### src/rtl/core/bfr_pkg.sv
package bfr_pkg;

	// Fixed field widths
	localparam int LEVEL_W = 16;
	localparam int PCT_W   = 15;
	localparam int STEPS_W = 7;
	localparam int FRAC_W  = 16;
	localparam int FX_W    = LEVEL_W + FRAC_W;
	localparam int PROD_W  = LEVEL_W + PCT_W;
	localparam int DELTA_W = 33;
	localparam int DIV_W   = 37;
	localparam int DCNT_W  = 6;
	localparam int PC_W    = 5;
	localparam int IDX_W   = 2;

	localparam logic [PCT_W-1:0] PCT_FULL = 15'd25600;
	// 65536 / 25600 reduces to 64 / 25
	localparam logic [LEVEL_W-1:0] DELTA_DIVISOR = 16'd25;
	localparam int DELTA_SHIFT = 6;

	// Divide by 25 through a reciprocal: exact for any product below 2^31
	localparam int RCP_W     = 32;
	localparam int RCP_SHIFT = 36;
	localparam logic [RCP_W-1:0] DELTA_RCP = 32'd2748779070;
	localparam int DQ_W      = DELTA_W - DELTA_SHIFT;
	// Remainder share: floor(64 * r / 25) for r below 25
	localparam int REM_W     = 5;
	localparam int FRCP_W    = 12;
	localparam logic [FRCP_W-1:0] FRAC_RCP = 12'd2622;
	localparam int FRAC_RCP_SHIFT = 16;
	localparam int RF_W      = REM_W + DELTA_SHIFT + FRCP_W;

	// Register indexes
	localparam logic [IDX_W-1:0] REG_RANGE_MIN  = 2'd0;
	localparam logic [IDX_W-1:0] REG_RANGE_MAX  = 2'd1;
	localparam logic [IDX_W-1:0] REG_FADE_STEPS = 2'd2;

	typedef enum logic [1:0] {
		MODE_GET = 2'd0,
		MODE_SET = 2'd1,
		MODE_INC = 2'd2,
		MODE_DEC = 2'd3
	} mode_t;

	typedef enum logic [3:0] {
		OP_NONE,
		OP_ACCEPT,
		OP_MUL_PCT,
		OP_DELTA_MUL,
		OP_DELTA_FIX,
		OP_DIV_RUN,
		OP_TARGET,
		OP_DIV_LOAD_STEP,
		OP_SET_STEP,
		OP_EMIT_RAMP,
		OP_MUL_GET,
		OP_DIV_LOAD_GET,
		OP_EMIT_GET,
		OP_EMIT_ERR
	} op_t;

	typedef enum logic [3:0] {
		C_NEVER,
		C_ALWAYS,
		C_NO_INPUT,
		C_RANGE_BAD,
		C_IS_GET,
		C_DIV_BUSY,
		C_TGT_EQ,
		C_STALL,
		C_RAMP_MORE
	} cond_t;

	typedef struct packed {
		op_t             op;
		cond_t           cond;
		logic [PC_W-1:0] target;
	} ctl_t;

	typedef struct packed {
		logic no_input;
		logic range_bad;
		logic is_get;
		logic div_busy;
		logic tgt_eq;
		logic stall;
		logic ramp_more;
	} stat_t;

	// Program entry points
	localparam logic [PC_W-1:0] PC_WAIT  = 5'd0;
	localparam logic [PC_W-1:0] PC_DIV2  = 5'd8;
	localparam logic [PC_W-1:0] PC_RAMP  = 5'd10;
	localparam logic [PC_W-1:0] PC_GET   = 5'd12;
	localparam logic [PC_W-1:0] PC_DIV3  = 5'd14;
	localparam logic [PC_W-1:0] PC_EGET  = 5'd15;
	localparam logic [PC_W-1:0] PC_ERR   = 5'd17;

	// Control store: not-taken goes to the next step
	function automatic ctl_t ucode(input logic [PC_W-1:0] pc);
		ctl_t w;
		w = '{op: OP_NONE, cond: C_ALWAYS, target: PC_WAIT};
		case (pc)
			5'd0:  w = '{op: OP_ACCEPT,         cond: C_NO_INPUT,  target: PC_WAIT};
			5'd1:  w = '{op: OP_NONE,           cond: C_RANGE_BAD, target: PC_ERR};
			5'd2:  w = '{op: OP_NONE,           cond: C_IS_GET,    target: PC_GET};
			5'd3:  w = '{op: OP_MUL_PCT,        cond: C_NEVER,     target: PC_WAIT};
			5'd4:  w = '{op: OP_DELTA_MUL,      cond: C_NEVER,     target: PC_WAIT};
			5'd5:  w = '{op: OP_DELTA_FIX,      cond: C_NEVER,     target: PC_WAIT};
			5'd6:  w = '{op: OP_TARGET,         cond: C_NEVER,     target: PC_WAIT};
			5'd7:  w = '{op: OP_DIV_LOAD_STEP,  cond: C_TGT_EQ,    target: PC_WAIT};
			5'd8:  w = '{op: OP_DIV_RUN,        cond: C_DIV_BUSY,  target: PC_DIV2};
			5'd9:  w = '{op: OP_SET_STEP,       cond: C_NEVER,     target: PC_WAIT};
			5'd10: w = '{op: OP_EMIT_RAMP,      cond: C_RAMP_MORE, target: PC_RAMP};
			5'd11: w = '{op: OP_NONE,           cond: C_ALWAYS,    target: PC_WAIT};
			5'd12: w = '{op: OP_MUL_GET,        cond: C_NEVER,     target: PC_WAIT};
			5'd13: w = '{op: OP_DIV_LOAD_GET,   cond: C_NEVER,     target: PC_WAIT};
			5'd14: w = '{op: OP_DIV_RUN,        cond: C_DIV_BUSY,  target: PC_DIV3};
			5'd15: w = '{op: OP_EMIT_GET,       cond: C_STALL,     target: PC_EGET};
			5'd16: w = '{op: OP_NONE,           cond: C_ALWAYS,    target: PC_WAIT};
			5'd17: w = '{op: OP_EMIT_ERR,       cond: C_STALL,     target: PC_ERR};
			5'd18: w = '{op: OP_NONE,           cond: C_ALWAYS,    target: PC_WAIT};
			default: w = '{op: OP_NONE, cond: C_ALWAYS, target: PC_WAIT};
		endcase
		return w;
	endfunction

endpackage

### src/rtl/core/brightness_fade_ramp.sv
// Backlight fade ramp. Holds the current raw level and takes one command per
// input transfer: mode in s_tuser (get, set, increase, decrease), percent in
// s_tdata (8 fraction bits, 25600 = 100.00). A get answers with one report
// transfer. Set, increase and decrease send N levels, the last one with
// tlast, N = fade_steps clamped to 1..MAX_STEPS. A target equal to the
// current level sends nothing and returns to the wait step. With range_max
// not above range_min every command answers one error transfer. The block
// is built from a microcoded sequencer, a two-step reciprocal multiply for
// the percent scaling and a shared one-bit-per-cycle divider (one pass for
// the ramp step size, one for a get); output stalls hold the sequencer at
// its emit step. A new command is taken only once the sequencer is back at
// its wait step.
module brightness_fade_ramp
	import bfr_pkg::*;
#(
	parameter int MAX_STEPS = 64
) (
	input  logic                 clk,
	input  logic                 arst_n,
	// configuration
	input  logic                 cfg_we,
	input  logic [IDX_W-1:0]     cfg_index,
	input  logic [LEVEL_W-1:0]   cfg_data,
	// command stream
	input  logic                 s_tvalid,
	output logic                 s_tready,
	input  logic [15:0]          s_tdata,   // [14:0] percent, [15] zero
	input  logic [1:0]           s_tuser,   // [1:0] mode
	// result stream
	output logic                 m_tvalid,
	input  logic                 m_tready,
	output logic [31:0]          m_tdata,   // [15:0] level, [30:16] percent_now, [31] zero
	output logic [1:0]           m_tuser,   // [0] is_report, [1] range_error
	output logic                 m_tlast
);

	localparam int CNT_W = $clog2(MAX_STEPS + 1);
	localparam logic [STEPS_W-1:0] MAX_N = STEPS_W'(MAX_STEPS);

	ctl_t  ctl;
	stat_t stat;

	// Configuration registers
	logic [LEVEL_W-1:0] min_q, max_q;
	logic [STEPS_W-1:0] steps_q;

	always_ff @(posedge clk or negedge arst_n) begin
		if (!arst_n) begin
			min_q   <= '0;
			max_q   <= '1;
			steps_q <= STEPS_W'(1);
		end else if (cfg_we) begin
			case (cfg_index)
				REG_RANGE_MIN:  min_q   <= cfg_data;
				REG_RANGE_MAX:  max_q   <= cfg_data;
				REG_FADE_STEPS: steps_q <= cfg_data[STEPS_W-1:0];
				default: ;
			endcase
		end
	end

	// Command latch
	mode_t            mode_q;
	logic [PCT_W-1:0] pct_q;

	assign s_tready = ctl.op == OP_ACCEPT;

	always_ff @(posedge clk) begin
		if (s_tvalid && s_tready) begin
			mode_q <= mode_t'(s_tuser);
			pct_q  <= s_tdata[PCT_W-1:0];
		end
	end

	// Range and clamped step count
	logic               range_bad;
	logic [LEVEL_W-1:0] range_w;
	logic [STEPS_W-1:0] n_w;

	assign range_bad = max_q <= min_q;
	assign range_w   = max_q - min_q;

	always_comb begin
		if (steps_q == '0) begin
			n_w = STEPS_W'(1);
		end else if (steps_q > MAX_N) begin
			n_w = MAX_N;
		end else begin
			n_w = steps_q;
		end
	end

	// Level state and ramp registers
	logic [LEVEL_W-1:0] cur_q;
	logic [FX_W-1:0]    acc_q;
	logic [FX_W-1:0]    tgt_q;
	logic               neg_q;
	logic [FX_W:0]      step_q;
	logic [CNT_W-1:0]   cnt_q;
	logic [FX_W-1:0]    cur_fx;
	logic [FX_W-1:0]    lo_fx, hi_fx;

	assign cur_fx = {cur_q, {FRAC_W{1'b0}}};
	assign lo_fx  = {min_q, {FRAC_W{1'b0}}};
	assign hi_fx  = {max_q, {FRAC_W{1'b0}}};

	// Shared multiplier, registered
	logic [LEVEL_W-1:0] mul_a;
	logic [PCT_W-1:0]   mul_b;
	logic [PROD_W-1:0]  prod_q;

	always_comb begin
		if (ctl.op == OP_MUL_GET) begin
			mul_a = cur_q - min_q;
			mul_b = PCT_FULL;
		end else begin
			mul_a = range_w;
			mul_b = pct_q;
		end
	end

	always_ff @(posedge clk) begin
		if (ctl.op == OP_MUL_PCT || ctl.op == OP_MUL_GET) begin
			prod_q <= PROD_W'(mul_a) * PROD_W'(mul_b);
		end
	end

	// Delta = floor(prod * 64 / 25): quotient by 25 from a reciprocal,
	// then the remainder's share of the six extra bits
	logic [PROD_W+RCP_W-1:0] dq_prod;
	logic [DQ_W-1:0]         dq_q;
	logic [REM_W-1:0]        dq_x25;
	logic [REM_W-1:0]        rem25;
	logic [RF_W-1:0]         rf_prod;
	logic [DELTA_W-1:0]      delta_q;

	assign dq_prod = (PROD_W+RCP_W)'(prod_q) * (PROD_W+RCP_W)'(DELTA_RCP);
	// remainder is below 25, so its low bits are enough
	assign dq_x25  = REM_W'(dq_q[REM_W-1:0] * DELTA_DIVISOR[REM_W-1:0]);
	assign rem25   = prod_q[REM_W-1:0] - dq_x25;
	assign rf_prod = RF_W'({rem25, {DELTA_SHIFT{1'b0}}}) * RF_W'(FRAC_RCP);

	always_ff @(posedge clk) begin
		if (ctl.op == OP_DELTA_MUL) begin
			dq_q <= dq_prod[RCP_SHIFT +: DQ_W];
		end
		if (ctl.op == OP_DELTA_FIX) begin
			delta_q <= {dq_q, rf_prod[FRAC_RCP_SHIFT +: DELTA_SHIFT]};
		end
	end

	// Divider operand select
	logic [DIV_W-1:0]   div_dividend;
	logic [LEVEL_W-1:0] div_divisor;
	logic [DIV_W-1:0]   div_quot;
	logic               div_busy;
	logic               div_load;
	logic [FX_W-1:0]    mag_w;

	assign mag_w = (tgt_q < cur_fx) ? (cur_fx - tgt_q) : (tgt_q - cur_fx);
	assign div_load = ctl.op == OP_DIV_LOAD_GET || ctl.op == OP_DIV_LOAD_STEP;

	always_comb begin
		case (ctl.op)
			OP_DIV_LOAD_GET: begin
				div_dividend = DIV_W'(prod_q) + DIV_W'(range_w >> 1);
				div_divisor  = range_w;
			end
			default: begin
				div_dividend = DIV_W'(mag_w);
				div_divisor  = LEVEL_W'(n_w);
			end
		endcase
	end

	bfr_div u_div (
		.clk      (clk),
		.arst_n   (arst_n),
		.load     (div_load),
		.run      (ctl.op == OP_DIV_RUN),
		.dividend (div_dividend),
		.divisor  (div_divisor),
		.quotient (div_quot),
		.busy     (div_busy)
	);

	// Target: base +/- delta, clamped to the range
	logic signed [FX_W+3:0] base_s, delta_s, tgt_raw;
	logic [FX_W-1:0]        tgt_w;

	always_comb begin
		base_s  = (mode_q == MODE_SET) ? $signed({4'b0, lo_fx}) : $signed({4'b0, cur_fx});
		delta_s = $signed({3'b0, delta_q});
		tgt_raw = (mode_q == MODE_DEC) ? (base_s - delta_s) : (base_s + delta_s);
		if (tgt_raw > $signed({4'b0, hi_fx})) begin
			tgt_w = hi_fx;
		end else if (tgt_raw < $signed({4'b0, lo_fx})) begin
			tgt_w = lo_fx;
		end else begin
			tgt_w = tgt_raw[FX_W-1:0];
		end
	end

	// Output register
	logic               out_vld_q;
	logic               stall;
	logic               fin;
	logic [FX_W-1:0]    acc_next;
	logic [FX_W:0]      rnd;
	logic [LEVEL_W-1:0] ramp_lvl;
	logic [PCT_W-1:0]   pct_now;
	logic               emit;

	assign stall    = out_vld_q && !m_tready;
	assign fin      = cnt_q == CNT_W'(1);
	assign acc_next = fin ? tgt_q : (acc_q + step_q[FX_W-1:0]);
	assign rnd      = {1'b0, acc_next} + (FX_W+1)'(1 << (FRAC_W - 1));
	assign ramp_lvl = rnd[FX_W-1:FRAC_W];
	assign emit     = !stall && (ctl.op == OP_EMIT_RAMP || ctl.op == OP_EMIT_GET
		|| ctl.op == OP_EMIT_ERR);

	always_comb begin
		if (cur_q <= min_q) begin
			pct_now = '0;
		end else if (cur_q >= max_q) begin
			pct_now = PCT_FULL;
		end else begin
			pct_now = div_quot[PCT_W-1:0];
		end
	end

	// Datapath control registers
	always_ff @(posedge clk or negedge arst_n) begin
		if (!arst_n) begin
			cur_q     <= '0;
			acc_q     <= '0;
			cnt_q     <= '0;
			out_vld_q <= 1'b0;
		end else begin
			if (emit) begin
				out_vld_q <= 1'b1;
			end else if (m_tready) begin
				out_vld_q <= 1'b0;
			end
			if (ctl.op == OP_DIV_LOAD_STEP) begin
				cnt_q <= CNT_W'(n_w);
			end else if (ctl.op == OP_SET_STEP) begin
				// ramp starts from the stored level
				acc_q <= cur_fx;
			end else if (ctl.op == OP_EMIT_RAMP && !stall) begin
				cnt_q <= cnt_q - 1'b1;
				acc_q <= acc_next;
				if (fin) begin
					cur_q <= ramp_lvl;
				end
			end
		end
	end

	// Target and step registers
	always_ff @(posedge clk) begin
		if (ctl.op == OP_TARGET) begin
			tgt_q <= tgt_w;
		end
		if (ctl.op == OP_DIV_LOAD_STEP) begin
			neg_q <= tgt_q < cur_fx;
		end
		if (ctl.op == OP_SET_STEP) begin
			step_q <= neg_q ? ((FX_W+1)'(0) - div_quot[FX_W:0]) : div_quot[FX_W:0];
		end
	end

	// Result payload
	logic [LEVEL_W-1:0] o_level_q;
	logic [PCT_W-1:0]   o_pct_q;
	logic               o_rep_q, o_err_q, o_last_q;

	always_ff @(posedge clk) begin
		if (emit) begin
			case (ctl.op)
				OP_EMIT_RAMP: begin
					o_level_q <= ramp_lvl;
					o_pct_q   <= '0;
					o_rep_q   <= 1'b0;
					o_err_q   <= 1'b0;
					o_last_q  <= fin;
				end
				OP_EMIT_GET: begin
					o_level_q <= cur_q;
					o_pct_q   <= pct_now;
					o_rep_q   <= 1'b1;
					o_err_q   <= 1'b0;
					o_last_q  <= 1'b1;
				end
				default: begin
					o_level_q <= cur_q;
					o_pct_q   <= '0;
					o_rep_q   <= mode_q == MODE_GET;
					o_err_q   <= 1'b1;
					o_last_q  <= 1'b1;
				end
			endcase
		end
	end

	assign m_tvalid = out_vld_q;
	assign m_tdata  = {1'b0, o_pct_q, o_level_q};
	assign m_tuser  = {o_err_q, o_rep_q};
	assign m_tlast  = o_last_q;

	// Sequencer status
	always_comb begin
		stat.no_input  = !s_tvalid;
		stat.range_bad = range_bad;
		stat.is_get    = mode_q == MODE_GET;
		stat.div_busy  = div_busy;
		stat.tgt_eq    = tgt_q == cur_fx;
		stat.stall     = stall;
		stat.ramp_more = stall || !fin;
	end

	bfr_seq u_seq (
		.clk    (clk),
		.arst_n (arst_n),
		.stat   (stat),
		.ctl    (ctl)
	);

endmodule

### src/rtl/core/bfr_seq.sv
module bfr_seq
	import bfr_pkg::*;
(
	input  logic  clk,
	input  logic  arst_n,
	input  stat_t stat,
	output ctl_t  ctl
);

	logic [PC_W-1:0] pc_q;
	logic            take;

	// Fetch the control word of the current step
	assign ctl = ucode(pc_q);

	// Jump condition select
	always_comb begin
		case (ctl.cond)
			C_NEVER:     take = 1'b0;
			C_ALWAYS:    take = 1'b1;
			C_NO_INPUT:  take = stat.no_input;
			C_RANGE_BAD: take = stat.range_bad;
			C_IS_GET:    take = stat.is_get;
			C_DIV_BUSY:  take = stat.div_busy;
			C_TGT_EQ:    take = stat.tgt_eq;
			C_STALL:     take = stat.stall;
			C_RAMP_MORE: take = stat.ramp_more;
			default:     take = 1'b1;
		endcase
	end

	// Step counter
	always_ff @(posedge clk or negedge arst_n) begin
		if (!arst_n) begin
			pc_q <= PC_WAIT;
		end else if (take) begin
			pc_q <= ctl.target;
		end else begin
			pc_q <= pc_q + 1'b1;
		end
	end

endmodule

### src/rtl/core/bfr_div.sv
module bfr_div
	import bfr_pkg::*;
(
	input  logic               clk,
	input  logic               arst_n,
	input  logic               load,
	input  logic               run,
	input  logic [DIV_W-1:0]   dividend,
	input  logic [LEVEL_W-1:0] divisor,
	output logic [DIV_W-1:0]   quotient,
	output logic               busy
);

	logic [DIV_W-1:0]   q_q;
	logic [LEVEL_W-1:0] rem_q;
	logic [LEVEL_W-1:0] div_q;
	logic [DCNT_W-1:0]  cnt_q;
	logic [LEVEL_W:0]   trial;
	logic [LEVEL_W:0]   diff;
	logic               fits;

	// One restoring step per cycle while run is high
	assign trial = {rem_q, q_q[DIV_W-1]};
	assign fits  = trial >= {1'b0, div_q};
	assign diff  = trial - {1'b0, div_q};

	assign quotient = q_q;
	// more iterations remain after this one
	assign busy = cnt_q != DCNT_W'(1);

	always_ff @(posedge clk or negedge arst_n) begin
		if (!arst_n) begin
			cnt_q <= '0;
		end else if (load) begin
			cnt_q <= DCNT_W'(DIV_W);
		end else if (run) begin
			cnt_q <= cnt_q - 1'b1;
		end
	end

	always_ff @(posedge clk) begin
		if (load) begin
			q_q   <= dividend;
			rem_q <= '0;
			div_q <= divisor;
		end else if (run) begin
			q_q   <= {q_q[DIV_W-2:0], fits};
			rem_q <= fits ? diff[LEVEL_W-1:0] : trial[LEVEL_W-1:0];
		end
	end

endmodule
### config.mk
export PLATFORM = sky130hd
export DESIGN_NAME = brightness_fade_ramp
export DESIGN_NICKNAME = d
export VERILOG_FILES = /design/src/rtl/core/bfr_pkg.sv /design/src/rtl/core/brightness_fade_ramp.sv /design/src/rtl/core/bfr_seq.sv /design/src/rtl/core/bfr_div.sv
export SDC_FILE = /design/constraint.sdc
export NUM_CORES = 2
export LEC_CHECK = 0
export BUFFER_PORTS_ARGS = -buffer_cell sky130_fd_sc_hd__buf_4
export CAP_MARGIN = 20
export CORE_ASPECT_RATIO = 2
export CORE_UTILIZATION = 60
export CTS_CLUSTER_DIAMETER = 100
export DETAILED_ROUTE_END_ITERATION = 8
export GPL_TIMING_DRIVEN = 1
export PLACE_DENSITY = 0.8
export SLEW_MARGIN = 10
export SYNTH_ARGS = -nofsm -noshare
export SYNTH_HDL_FRONTEND = slang
export SYNTH_HIERARCHICAL = 1
export SYNTH_SLANG_ARGS = --single-unit
export TNS_END_PERCENT = 20
### constraint.sdc
create_clock -name clk -period 11.9 [get_ports clk]
set_clock_uncertainty 0.1 [all_clocks]
set_input_delay 2.975 -clock clk [delete_from_list [all_inputs] [get_ports clk]]
set_output_delay 2.975 -clock clk [all_outputs]
set_load 0.02 [all_outputs]
==> metrics.txt <==
# TYPE chip_impl_metric gauge
chip_impl_metric{name="antenna_found_initial",unit=""} 1
chip_impl_metric{name="rr_worst_depth",unit=""} 34
chip_impl_metric{name="route.final.wire_length",unit="mm"} 161
chip_impl_metric{name="routed-via-count",unit=""} 39187
chip_impl_metric{name="hold_viol_final",unit=""} 0
chip_impl_info{name="cp-start-kind",value="register"} 1
chip_impl_metric{name="die_w",unit="um"} 207
chip_impl_info{name="worst_setup_path_end_kind",value="register"} 1
chip_impl_info{name="run_status",value="finished with violations"} 1
chip_impl_info{name="worstSetupPathType",value="register to register"} 1
chip_impl_info{name="min-delay-path-class",value="register to register"} 1
chip_impl_metric{name="detail_route.drc_violations",unit=""} 22
chip_impl_metric{name="drt.antenna.violating_nets",unit=""} 0
chip_impl_metric{name="layout_worst_path_cycle_share",unit="%"} 85.2
chip_impl_metric{name="cts_setup_buffers",unit=""} 0
chip_impl_metric{name="critical_path_required",unit="ps"} 12110
chip_impl_metric{name="post-place-cells",unit=""} 6277
chip_impl_metric{name="sequential_cell_area",unit="um2"} 10800
chip_impl_metric{name="nets",unit=""} 6603
chip_impl_metric{name="max_freq",unit="MHz"} 98.7
chip_impl_metric{name="slew-limit-headroom",unit="%"} 22.6
chip_impl_metric{name="die_h",unit="um"} 412
chip_impl_metric{name="grt_pass1_wl",unit="mm"} 239
chip_impl_metric{name="cap_violations",unit=""} 0
chip_impl_info{name="r2r_end",value="prod_q[30]"} 1
chip_impl_metric{name="footprint_of_the_multi_input_gates",unit="um2"} 35500
chip_impl_metric{name="cts_resized",unit=""} 0
chip_impl_metric{name="num_io_pins",unit=""} 78
chip_impl_metric{name="synthesis.yosys.warnings",unit=""} 6
chip_impl_metric{name="layout_min_cycle_time",unit="ps"} 10130
chip_impl_metric{name="timing.reg2reg.setup_slack",unit="ps"} 1770
chip_impl_info{name="unrepaired_setup_endpoints_after_global_routing",value="no"} 1
chip_impl_metric{name="drt-pass1-iter-count",unit=""} 8
chip_impl_metric{name="fillerInstances",unit=""} 6808
chip_impl_metric{name="worst_path_largest_cell_delay",unit="ps"} 620
chip_impl_metric{name="tritoncts_num_sinks",unit=""} 382
chip_impl_metric{name="floorplan.die_area",unit="um2"} 85200
chip_impl_info{name="cts-root-buf",value="sky130_fd_sc_hd__clkbuf_16"} 1
chip_impl_metric{name="dp.final_hpwl",unit="mm"} 134
chip_impl_metric{name="synth_area_per_cell",unit="um2"} 9.66
chip_impl_metric{name="first_global_vias",unit=""} 41585
chip_impl_metric{name="slew_viol_final",unit=""} 0
chip_impl_metric{name="core.rowCount",unit=""} 150
chip_impl_metric{name="global_routing_usage_summed_across_all_routing_layers",unit="%"} 38.7
chip_impl_info{name="worst_r2r_startpoint",value="u_seq/pc_q[1]"} 1
chip_impl_metric{name="route.detailed.vias_per_inst",unit=""} 6.17
chip_impl_metric{name="path_buf_inv",unit=""} 10
chip_impl_metric{name="cts_hold_buf",unit=""} 0
chip_impl_metric{name="starting_density",unit="%"} 60.5
chip_impl_metric{name="area_growth",unit="%"} 6.14
chip_impl_metric{name="timing.final.setup_violations",unit=""} 0
chip_impl_metric{name="largest_net_degree_at_the_start_of_global_routing",unit=""} 62
chip_impl_metric{name="drive_gt1_share",unit="%"} 6.64
chip_impl_metric{name="clk_pin_slew_worst_paths",unit="ps"} 70
chip_impl_metric{name="post_layout_nonfiller_instances",unit=""} 6348
chip_impl_metric{name="timing.critical_path.fanout_max",unit=""} 23
chip_impl_metric{name="setup_tns",unit="ps"} 0
chip_impl_metric{name="min_path_cells",unit=""} 0
chip_impl_info{name="timing.hold.worst.start",value="dq_q[25]"} 1
chip_impl_info{name="failed_checks",value="design-rule violations"} 1
chip_impl_info{name="kind_of_cell_adding_the_most_delay_to_the_critical_path",value="adder cells"} 1
chip_impl_metric{name="cts_inserted_buffers",unit=""} 37
chip_impl_metric{name="drt-initial-drc-count",unit=""} 2598
chip_impl_metric{name="tightest_pin_transition",unit="ps"} 1150
chip_impl_info{name="tritoncts",value="yes"} 1
chip_impl_metric{name="routabilityCongestion",unit=""} 1.08
chip_impl_info{name="slowest_cell_on_the_critical_path",value="sky130_fd_sc_hd__a2111oi_0"} 1
chip_impl_metric{name="global_route.overflow_total",unit=""} 0
chip_impl_metric{name="port_buffers",unit=""} 75
chip_impl_metric{name="worst_ep_arrival_time",unit="ps"} 10350
chip_impl_info{name="min_to",value="delta_q[31]"} 1
chip_impl_metric{name="maximum_number_of_buffers_from_clock_root_to_sink",unit=""} 3
chip_impl_metric{name="post_drt_wl_per_cell",unit="um"} 25.4
chip_impl_metric{name="syn-cell-area",unit="um2"} 50400
chip_impl_metric{name="worst_skew_pair.late_latency",unit="ps"} 590
chip_impl_metric{name="placeableCoreArea",unit="um2"} 83300
chip_impl_metric{name="post_synth_inst_count",unit=""} 5220
chip_impl_metric{name="htree_levels",unit=""} 2
chip_impl_info{name="cp_common_cell",value="sky130_fd_sc_hd__inv_1"} 1
[layer usage]
metal	GRT usage [%]	up-vias	wire length (um)
li1	-	17470	-
met3	5.97	815	8840
met4	40.6	0	20800
met2	69.3	1706	82900
met5	0	-	0
met1	35.1	19196	48600
[metrics by stage]
step / instance area, um2 / hold WS, ps / utilization, % / setup WS, ps
after floorplan: 50400 / 300 / - / 3210
after global placement: 52100 / 303 / 62.6 / 2050
after detailed placement: 52100 / 305 / 62.6 / 1960
after CTS: 53500 / 303 / 64.1 / 1900
after global routing: 53500 / 305 / 64.2 / 1040
final: 53500 / 304 / 64.2 / 1770
[cell type report]
type | instances | share of cell area, %
Antenna cell | 1 | 0.00468
Clock buffer | 48 | 2.00
Clock inverter | 19 | 0.484
Inverter | 939 | 6.59
Multi-Input combinational cell | 3761 | 66.3
Sequential cell | 382 | 20.2
Tap cell | 1064 | 2.49
Timing Repair Buffer | 134 | 1.91
[cells in the final DEF (no fill, tap or decap), types with 30 or more instances in the layout]
| cell type | instances |
|---|---|
| sky130_fd_sc_hd__a21o_1 | 114 |
| sky130_fd_sc_hd__clkbuf_16 | 40 |
| sky130_fd_sc_hd__xnor2_1 | 185 |
| sky130_fd_sc_hd__nor2_1 | 334 |
| sky130_fd_sc_hd__xor2_1 | 84 |
| sky130_fd_sc_hd__nand3_1 | 73 |
| sky130_fd_sc_hd__nor2b_1 | 37 |
| sky130_fd_sc_hd__inv_1 | 936 |
| sky130_fd_sc_hd__o21ai_0 | 267 |
| sky130_fd_sc_hd__buf_4 | 131 |
| sky130_fd_sc_hd__mux2_2 | 68 |
| sky130_fd_sc_hd__dfrtp_1 | 89 |
| sky130_fd_sc_hd__fa_1 | 571 |
| sky130_fd_sc_hd__o21a_1 | 30 |
| sky130_fd_sc_hd__ha_1 | 736 |
| sky130_fd_sc_hd__and2_1 | 54 |
| sky130_fd_sc_hd__nand2_1 | 371 |
| sky130_fd_sc_hd__nor3_1 | 49 |
| sky130_fd_sc_hd__o21bai_1 | 42 |
| sky130_fd_sc_hd__a31oi_1 | 33 |
| sky130_fd_sc_hd__nand2b_1 | 46 |
| sky130_fd_sc_hd__edfxtp_1 | 260 |
| sky130_fd_sc_hd__nand4_1 | 47 |
| sky130_fd_sc_hd__a21oi_1 | 237 |
[state kept, by name, indices dropped and copies added (netlist names), 2 cells and up]
signal,flops
o_pct_q,15
mode_q,2
acc_q,32
u_div/cnt_q,6
delta_q,33
u_div/div_q,16
u_seq/pc_q,5
steps_q,7
o_level_q,16
step_q,32
tgt_q,32
cnt_q,7
min_q,16
pct_q,15
cur_q,16
u_div/quotient,37
dq_q,27
prod_q,31
u_div/rem_q,16
max_q,16
[how the worst max path moves through the flow]
stage,start,to,slack [ps],cells after the start
after global placement,u_seq/pc_q[1],prod_q[24],2050,34
after floorplan,u_seq/pc_q[3],prod_q[30],3210,32
after global routing,u_seq/pc_q[1],prod_q[30],1040,34
after detailed placement,u_seq/pc_q[1],prod_q[24],1960,34
final,u_seq/pc_q[1],prod_q[30],1770,34
after CTS,u_seq/pc_q[1],prod_q[24],1900,34
Power is not shown: default switching activity piles up to over one toggle a cycle in this logic, so the estimate is an artifact.
